<file path="config.mk">
export PLATFORM = sky130hd
export DESIGN_NAME = dvrc_front
export DESIGN_NICKNAME = d
export VERILOG_FILES = /design/src/rtl/core/dvrc_pkg.sv /design/src/rtl/core/dvrc_front.sv
export SDC_FILE = /design/constraint.sdc
export NUM_CORES = 1
export LEC_CHECK = 0
export ABC_CLOCK_PERIOD_IN_PS = 22200
export BUFFER_PORTS_ARGS = -buffer_cell sky130_fd_sc_hd__buf_2
export CORE_MARGIN = 5
export CORE_UTILIZATION = 50
export CTS_CLUSTER_DIAMETER = 120
export DETAILED_ROUTE_END_ITERATION = 8
export GPL_TIMING_DRIVEN = 1
export HOLD_SLACK_MARGIN = 0.03
export PLACE_DENSITY = 0.75
export SKIP_CTS_REPAIR_TIMING = 1
export SYNTH_ARGS = -nofsm -noshare
export SYNTH_HDL_FRONTEND = slang
export SYNTH_SLANG_ARGS = --single-unit
</file>
<file path="constraint.sdc">
create_clock -name clk -period 22.2 [get_ports clk]
set_input_delay 3.33 -clock clk [delete_from_list [all_inputs] [get_ports clk]]
set_output_delay 3.33 -clock clk [all_outputs]
set_load 0.1 [all_outputs]
</file>
<file path="src/rtl/core/dvrc_pkg.sv">
package dvrc_pkg;

    localparam int MEMO_ENTRIES = 4096;
    localparam int SLOT_W       = $clog2(MEMO_ENTRIES);
    localparam int HASH_SHIFT   = 20;
    localparam int KEY_W        = 32;
    localparam logic [63:0] KEY_MULT = 64'h9E37_79B9_7F4A_7C15;

    localparam int N_W    = 22;
    localparam int NEED_W = 33;
    localparam int DIV_STEPS = 32;
    localparam int DCNT_W = $clog2(DIV_STEPS);

    typedef enum logic [2:0] {
        V_ACCEPT       = 3'd0,
        V_TRIVIAL      = 3'd1,
        V_OUT_OF_RANGE = 3'd2,
        V_UNVERIFIABLE = 3'd3,
        V_SCAN         = 3'd4
    } verdict_t;

    typedef enum logic [1:0] {
        MODE_DIRECT = 2'd0,
        MODE_IDX16  = 2'd1,
        MODE_IDX32  = 2'd2,
        MODE_OPAQUE = 2'd3
    } index_mode_t;

    typedef enum logic {
        KIND_DRAW  = 1'b0,
        KIND_INDEX = 1'b1
    } kind_t;

    typedef enum logic [2:0] {
        PRIM_POINTS     = 3'd1,
        PRIM_LINES      = 3'd2,
        PRIM_LINE_STRIP = 3'd3,
        PRIM_TRIANGLES  = 3'd4,
        PRIM_TRI_STRIP  = 3'd5,
        PRIM_FAN        = 3'd6
    } prim_t;

    typedef enum logic [1:0] {
        ST_CLEAR,
        ST_IDLE,
        ST_DIV,
        ST_DECIDE
    } state_t;

    typedef struct packed {
        kind_t       kind;
        logic        trivial;
        logic [N_W-1:0] elements;
        logic [15:0] stride;
        logic [31:0] vbuf_size;
        index_mode_t index_mode;
        logic [31:0] ibuf_size;
        logic [31:0] start_index;
        logic [31:0] vertex_offset;
        logic [63:0] upload_serial;
        logic [31:0] index_value;
    } item_t;

    typedef struct packed {
        logic        valid;
        logic [63:0] serial;
        logic [31:0] first;
        logic [N_W-1:0] count;
        logic [31:0] max;
    } memo_entry_t;

    localparam int MEMO_W = $bits(memo_entry_t);

endpackage

</file>
<file path="src/rtl/core/dvrc_front.sv">
module dvrc_front (
    input  logic                clk,
    input  logic                rst_n,
    input  logic                in_valid,
    output logic                in_ready,
    input  logic                kind,
    input  logic [2:0]          prim_type,
    input  logic [19:0]         prim_count,
    input  logic [15:0]         stride,
    input  logic [31:0]         vbuf_size,
    input  logic [1:0]          index_mode,
    input  logic [31:0]         ibuf_size,
    input  logic [31:0]         start_index,
    input  logic [31:0]         vertex_offset,
    input  logic [63:0]         upload_serial,
    input  logic [31:0]         index_value,
    output logic                head_valid,
    output dvrc_pkg::item_t     head,
    input  logic                pop
);

    dvrc_pkg::item_t q_reg [2];
    logic            wr_ptr_reg, wr_ptr_next;
    logic            rd_ptr_reg, rd_ptr_next;
    logic [1:0]      cnt_reg, cnt_next;
    logic            push;
    logic [dvrc_pkg::N_W-1:0] n_ext;
    logic [dvrc_pkg::N_W-1:0] elements;
    dvrc_pkg::item_t item;

    // element count per primitive type
    always_comb
    begin
        n_ext = {2'b00, prim_count};
        case (prim_type)
            dvrc_pkg::PRIM_POINTS:     elements = n_ext;
            dvrc_pkg::PRIM_LINES:      elements = n_ext << 1;
            dvrc_pkg::PRIM_LINE_STRIP: elements = n_ext + dvrc_pkg::N_W'(1);
            dvrc_pkg::PRIM_TRIANGLES:  elements = (n_ext << 1) + n_ext;
            dvrc_pkg::PRIM_TRI_STRIP,
            dvrc_pkg::PRIM_FAN:        elements = n_ext + dvrc_pkg::N_W'(2);
            default:                   elements = '0;
        endcase
        if (prim_count == 20'd0)
        begin
            elements = '0;
        end
    end

    always_comb
    begin
        item.kind          = dvrc_pkg::kind_t'(kind);
        item.elements      = elements;
        item.trivial       = (stride == 16'd0) || (elements == '0);
        item.stride        = stride;
        item.vbuf_size     = vbuf_size;
        item.index_mode    = dvrc_pkg::index_mode_t'(index_mode);
        item.ibuf_size     = ibuf_size;
        item.start_index   = start_index;
        item.vertex_offset = vertex_offset;
        item.upload_serial = upload_serial;
        item.index_value   = index_value;
    end

    assign in_ready   = (cnt_reg != 2'd2);
    assign push       = in_valid && in_ready;
    assign head_valid = (cnt_reg != 2'd0);
    assign head       = q_reg[rd_ptr_reg];

    always_comb
    begin
        wr_ptr_next = push ? ~wr_ptr_reg : wr_ptr_reg;
        rd_ptr_next = pop ? ~rd_ptr_reg : rd_ptr_reg;
        cnt_next    = cnt_reg + 2'(push) - 2'(pop);
    end

    always_ff @(posedge clk)
    begin
        if (push)
        begin
            q_reg[wr_ptr_reg] <= item;
        end
    end

    always_ff @(posedge clk or negedge rst_n)
    begin
        if (!rst_n)
        begin
            wr_ptr_reg <= 1'b0;
            rd_ptr_reg <= 1'b0;
            cnt_reg    <= 2'd0;
        end
        else
        begin
            wr_ptr_reg <= wr_ptr_next;
            rd_ptr_reg <= rd_ptr_next;
            cnt_reg    <= cnt_next;
        end
    end

endmodule

</file>
==> run_results.csv, run 1 <==
group,metric,value,unit
worst_setup_path,start_kind,"flip-flop",
synthesis,synth_top_cell_by_area,"edfxtp_1",
worst_setup_path,crit_path_frequent_cell,"buf_4",
clock_tree,clkSinkCount,536,
sta,relSlewSlack,0.223,
drt,antenna_left,0,
drt,viasPerCell,5.55,
sta,tightest_slew,1160,ps
sta,max_freq,0.134,GHz
sta,fin_skew,15.2,ps
sta,finalSetupViolations,0,
drt,drt_iter0_drc,1214,
sta,finalHoldWorstSlack,497,ps
synthesis,synth_cell_types,69,
layout,drive_gt1_frac,0.490,
outcome,status,"finished clean",
clock_tree,worstSkewPairLatency,600,ps
sta,finalHoldViolCount,0,
synthesis,ys_seq_area_frac,0.729,
synthesis,netlist_instances,1271,
die,dieArea,48400,um^2
die,io_pins,538,
synthesis,synth_top_area_share,0.725,
drt,routed_wl,60.4,mm
placed_design,port_buffers,537,
synthesis,synth-edff-count,532,
sta,tns,0,ps
worst_setup_path,crit_slowest_cell,"dfrtp_4",
layout,area_growth,22.9,%
layout,fin_util,0.617,
die,num_rows,77,
drt,post-route-drc-count,0,
clock_tree,cts_root_buf,"clkbuf_16",
flow_run,drv_cap,0,
synthesis,yosys_warnings,0,
synthesis,synth_area,22000,um^2
sta,finalMaxSlewViolations,0,
clock_tree,htreeDepth,2,
global_routing,grt_max_degree,163,
worst_setup_path,worstSetupPathType,"reg2out",
clock_tree,cts_tree,"built",
clock_tree,cts.clk_slew.worst_paths,60,ps
global_routing,grt_pass1_vias,13600,
hold_path,hp-class,"reg2reg",
global_routing,grt_pass1_wl,85.8,mm
layout,largest_reg_flops,532,
sta,rsz0062_at_grt,"false",
worst_setup_path,ff2ff_setup_slack,18560,ps
global_routing,grt_usage,0.235,
global_routing,overflow,0,
worst_setup_path,cp.arrival,4140,ps
worst_setup_path,crit_fanout,75,
die,dieWidth,220,um
drt,dr.pass1.iters,5,
die,die_h,220,um
global_routing,grt_antenna_before_repair,13,
placed_design,hpwl,43.6,mm
placed_design,place_ws,15050,ps
drt,wl_per_cell,24.5,um
sta,fin_crit_sh,0.337,
synthesis,synth-main-ff-cell,"edfxtp_1",
clock_tree,cts_buffer_depth,3,
sta,fin_ws,14730,ps
worst_setup_path,max_stage_delay,1020,ps
die,start_util,0.502,
sta,layout_min_cycle_time,7470,ps
synthesis,ys_ff_latch,536,
worst_setup_path,crit_path_end_kind,"output port",
synthesis,synth_area_leaders,"edfxtp_1, mux2_2, ha_1",
clock_tree,numCtsBuffers,51,
die,core,43900,um^2
synthesis,async_flop_share,0.00746,
synthesis,avgSynthCellArea,17.3,um^2
layout,nFillCells,3324,
placed_design,gp_congestion,0.921,
drt,via_count,13700,
worst_setup_path,cp.required,18870,ps
worst_setup_path,cp_cell_sequence,"buf_4 -> buf_4 -> mux2_2 -> buf_2",
layout,fin_nets,2121,
synthesis,syn_nets,1576,
per-stage QoR:
stage                     area, um^2  cells
after floorplan                22000   1271
after global placement         25400   2355
after detailed placement       25400   2355
after CTS                      27100   2450
after global routing           27100   2456
final                          27100   2462
cell usage after synthesis (3+ instances only):
cell and n:
edfxtp_1 532, mux2_2 267, clkbuf_1 49, nor2_1 42
ha_1 34, nand2_1 33, inv_1 29, a21oi_1 28
o21ai_0 21, xnor2_1 18, nand3_1 17, nor3_1 13
a21o_1 12, a22oi_1 11, a31oi_1 11, nand4_1 9
buf_2 7, nor4_1 7, o22ai_1 7, o31ai_1 7
a221oi_1 6, nand2b_1 6, or2_2 6, a211o_1 5
and3_1 5, xor2_1 5, a211oi_1 4, a32o_1 4
dfrtp_1 4, mux2i_1 4, nor2b_1 4, a21boi_0 3
a221o_1 3, a31o_2 3, a32oi_1 3, nand4b_1 3
o2111ai_1 3, o211ai_1 3, o21a_1 3, or3_1 3
worst max-delay path: cells and delay by family (launching register included):
kind / cells / cell delay, ps
mux: 1 / 280
buf+inv: 3 / 2080
flops: 1 / 1020
layout by cell type (no fill, tap or decap), types with 4 or more instances in the layout:
cell type / count
mux2_2: 267
nand2b_1: 6
clkinv_2: 12
a211o_1: 5
inv_1: 29
diode_2: 12
or2_2: 6
o22ai_1: 7
xor2_1: 5
nand2_1: 33
o21ai_0: 21
clkinv_1: 10
nor4_1: 7
xnor2_1: 18
nor2b_1: 4
a21o_1: 12
mux2i_1: 4
bufinv_16: 7
nor3_1: 13
o31ai_1: 7
a22oi_1: 11
buf_4: 13
a221oi_1: 6
nor2_1: 41
a211oi_1: 4
nand3_1: 17
a21oi_1: 28
a31oi_1: 11
clkbuf_1: 10
ha_1: 34
clkbuf_16: 51
nand4_1: 9
and3_1: 4
buf_2: 537
a32o_1: 4
edfxtp_1: 532
path summary, 6_finish.rpt:
path	from	endpoint	cells after the start
worst max-delay path	rd_ptr_reg	head[185]	4
worst min-delay path	cnt_reg[1]	cnt_reg[1]	1
worst max register to register	cnt_reg[0]	q_reg[0][178]	5
worst min register to register	cnt_reg[1]	cnt_reg[1]	1
max in group asynchronous	rst_n	rd_ptr_reg	1
min in group asynchronous	rst_n	cnt_reg[1]	1
layer usage:
layer  part of all wire  vias up  GRT usage
li1                   -     6111          -
met1               0.38     6890      0.289
met2               0.51      541      0.407
met3              0.086      113     0.0691
met4              0.026        8     0.0647
met5            0.00076        -          0
final cells by class:
class,instances,area (um^2),share of cell area
Tap cell,592,741,0.0273
Inverter,30,113,0.00416
Antenna cell,12,30.0,0.00111
Multi-Input combinational cell,646,5620,0.207
Sequential cell,536,16100,0.594
Clock inverter,34,385,0.0142
Timing Repair Buffer,551,2810,0.104
Clock buffer,61,1310,0.0485
logic make-up after synthesis:
kind of cell               count (synthesis)  share of synthesized area
buffers and inverters                     89                     0.0162
muxes                                    271                      0.138
AOI/OAI and AO/OA                        157                     0.0503
adders and majority gates                 35                     0.0202
DFF                                      536                      0.729
and+or+nand+nor                          160                     0.0364
xor gates and xnor gates                  23                    0.00914
Power of run 1 is left out: the tool's default activity adds up to more than one toggle a clock period on the data nets, which glitch-free logic cannot reach.
==> run 2: changes to the inputs <==
--- a/config.mk
+++ b/config.mk
@@ -5,7 +5,8 @@
 export SDC_FILE = /design/constraint.sdc
 export NUM_CORES = 1
 export LEC_CHECK = 0
-export ABC_CLOCK_PERIOD_IN_PS = 22200
+export ABC_AREA = 1
+export ABC_CLOCK_PERIOD_IN_PS = 7450
 export BUFFER_PORTS_ARGS = -buffer_cell sky130_fd_sc_hd__buf_2
 export CORE_MARGIN = 5
 export CORE_UTILIZATION = 50
==> constraint.sdc (replaced) <==
create_clock -name clk -period 7.45 [get_ports clk]
set_input_delay 1.1175 -clock clk [delete_from_list [all_inputs] [get_ports clk]]
set_output_delay 1.1175 -clock clk [all_outputs]
set_load 0.1 [all_outputs]
==> run 2 against run 1 <==
Against the previous run: via count rose by 5.7%; synthesized area rose by 1.3%; worst setup slack got worse by 12000 ps; cell area rose by 1.1%; critical endpoint is now head[106]; clock-buffer cell count did not move; register-to-register slack got worse by 14000 ps; die area rose by 1.2%; sequential share of layout area fell by 0.65 points; flip-flop and latch count did not move; worst hold slack got worse by 170 ps; non-clock buffer count fell by 6; critical path depth fell by 1.
==> run_results.csv, run 2 <==
group,metric,value,unit
drt,antenna_left,0,
synthesis,synth_common_cells,"edfxtp_1, mux2_2, nand2_1",
synthesis,syn_nets,1760,
drt,wl_per_cell,24.6,um
layout,finalInstanceArea,27400,um^2
placed_design,port_buffers,537,
die,dieArea,49000,um^2
synthesis,synth-main-ff-cell,"edfxtp_1",
outcome,status,"finished clean",
synthesis,ys_seq_area_frac,0.720,
worst_setup_path,cp.required,6330,ps
sta,tns,0,ps
synthesis,netlist_instances,1455,
clock_tree,cts.clk_slew.worst_paths,60,ps
placed_design,placed_cell_area,25700,um^2
worst_setup_path,r2r_start,"cnt_reg[0]",
drt,routed_wl,65.6,mm
clock_tree,htreeDepth,2,
worst_setup_path,ff2ff_setup_slack,4620,ps
placed_design,gp_congestion,0.951,
synthesis,synth_top_area_share,0.716,
worst_setup_path,start_kind,"flip-flop",
worst_setup_path,crit_path_end_kind,"output port",
drt,post-route-drc-count,0,
worst_setup_path,worstSetupPathType,"reg2out",
sta,rsz0062_at_grt,"false",
sta,fin_crit_sh,0.574,
die,die_h,221,um
synthesis,yosysMostFrequentCell,"edfxtp_1",
clock_tree,cts_root_buf,"clkbuf_16",
sta,finalHoldViolCount,0,
drt,dr.pass1.iters,5,
worst_setup_path,rr_worst_depth,5,
clock_tree,worstSkewPairLatency,580,ps
die,io_pins,538,
flow_run,drv_cap,0,
sta,fin_skew,19.1,ps
layout,largest_reg_flops,532,
clock_tree,numCtsBuffers,53,
worst_setup_path,regToRegEndpoint,"q_reg[0][56]",
hold_path,hp-class,"in2async",
layout,fin_util,0.619,
layout,area_growth,22.7,%
layout,fin_nets,2323,
sta,finalSetupViolations,0,
clock_tree,cts_tree,"built",
synthesis,async_flop_share,0.00746,
sta,fin_ws,3170,ps
layout,nFillCells,3311,
synthesis,synth_area,22300,um^2
sta,tightest_slew,1150,ps
die,num_rows,77,
placed_design,hpwl,48.1,mm
synthesis,avgSynthCellArea,15.3,um^2
synthesis,ys_ff_latch,536,
global_routing,grt_antenna_before_repair,17,
global_routing,grt_pass1_wl,94.4,mm
synthesis,yosys_warnings,0,
synthesis,synth_cell_types,42,
sta,layout_min_cycle_time,4280,ps
worst_setup_path,cp.arrival,3160,ps
global_routing,grt_max_degree,176,
clock_tree,cts_buffer_depth,3,
global_routing,overflow,0,
global_routing,grt_pass1_vias,14200,
sta,finalMaxSlewViolations,0,
sta,relSlewSlack,0.235,
layout,drive_gt1_frac,0.445,
global_routing,grt_usage,0.256,
drt,viasPerCell,5.42,
worst_setup_path,crit_fanout,174,
layout,layout_commonest_cell,"buf_2",
drt,drt_iter0_drc,1418,
synthesis,synth_area_leaders,"edfxtp_1, mux2_2, nand2_1",
clock_tree,clkSinkCount,536,
die,dieWidth,221,um
placed_design,place_ws,3650,ps
drt,via_count,14400,
layout,layout_common_cells,"buf_2, edfxtp_1, mux2_2, nand2_1, inv_1",
synthesis,synth-edff-count,532,
synthesis,synth_top_cell_by_area,"edfxtp_1",
sta,max_freq,0.234,GHz
die,start_util,0.505,
die,core,44200,um^2
==> run 2: kinds of logic after synthesis <==
logic type | synth area share
compound gates | 0.0201
xor+xnor | 0.00314
fa+ha+maj | 0.0200
buf+inv | 0.0240
flops | 0.720
mux | 0.134
simple gates | 0.0785
==> run 2: worst max path at each step <==
stage,cells past startpoint,start,end
after floorplan,3,cnt_reg[1],q_reg[1][0]
after global placement,15,prim_count[18],q_reg[0][264]
after detailed placement,15,prim_count[18],q_reg[0][264]
after CTS,3,rd_ptr_reg,head[199]
after global routing,3,rd_ptr_reg,head[114]
final,3,rd_ptr_reg,head[106]
==> run 2: worst max-delay path: stages, from the launching register on <==
cell     delay [ps]
dfrtp_4         820
buf_12          690
mux2_2          330
buf_2           450
==> run 2: metal layers <==
metal,vias up,share of wire,global-route usage
met4,10,0.021,0.0638
met3,94,0.078,0.0624
met2,656,0.52,0.455
met5,-,0.0011,0
li1,6517,-,-
met1,7171,0.38,0.316
==> run 2: area by class of cell <==
| cell class | instances | area, um^2 | share of cell area |
|---|---|---|---|
| Antenna cell | 15 | 37.5 | 0.00137 |
| Clock buffer | 61 | 1360 | 0.0495 |
| Clock inverter | 37 | 323 | 0.0118 |
| Inverter | 89 | 337 | 0.0123 |
| Multi-Input combinational cell | 793 | 5730 | 0.209 |
| Sequential cell | 536 | 16100 | 0.587 |
| Tap cell | 592 | 741 | 0.0270 |
| Timing Repair Buffer | 545 | 2790 | 0.102 |
==> run 2: metrics by stage <==
step / instances / hold slack (ps)
6_report: 2668 / 329
5_1_grt: 2663 / 302
4_1_cts: 2653 / 295
3_5_place_dp: 2555 / 548
3_3_place_gp: 2555 / 508
2_1_floorplan: 1455 / 492
Power of run 2 is left out for the same reason.
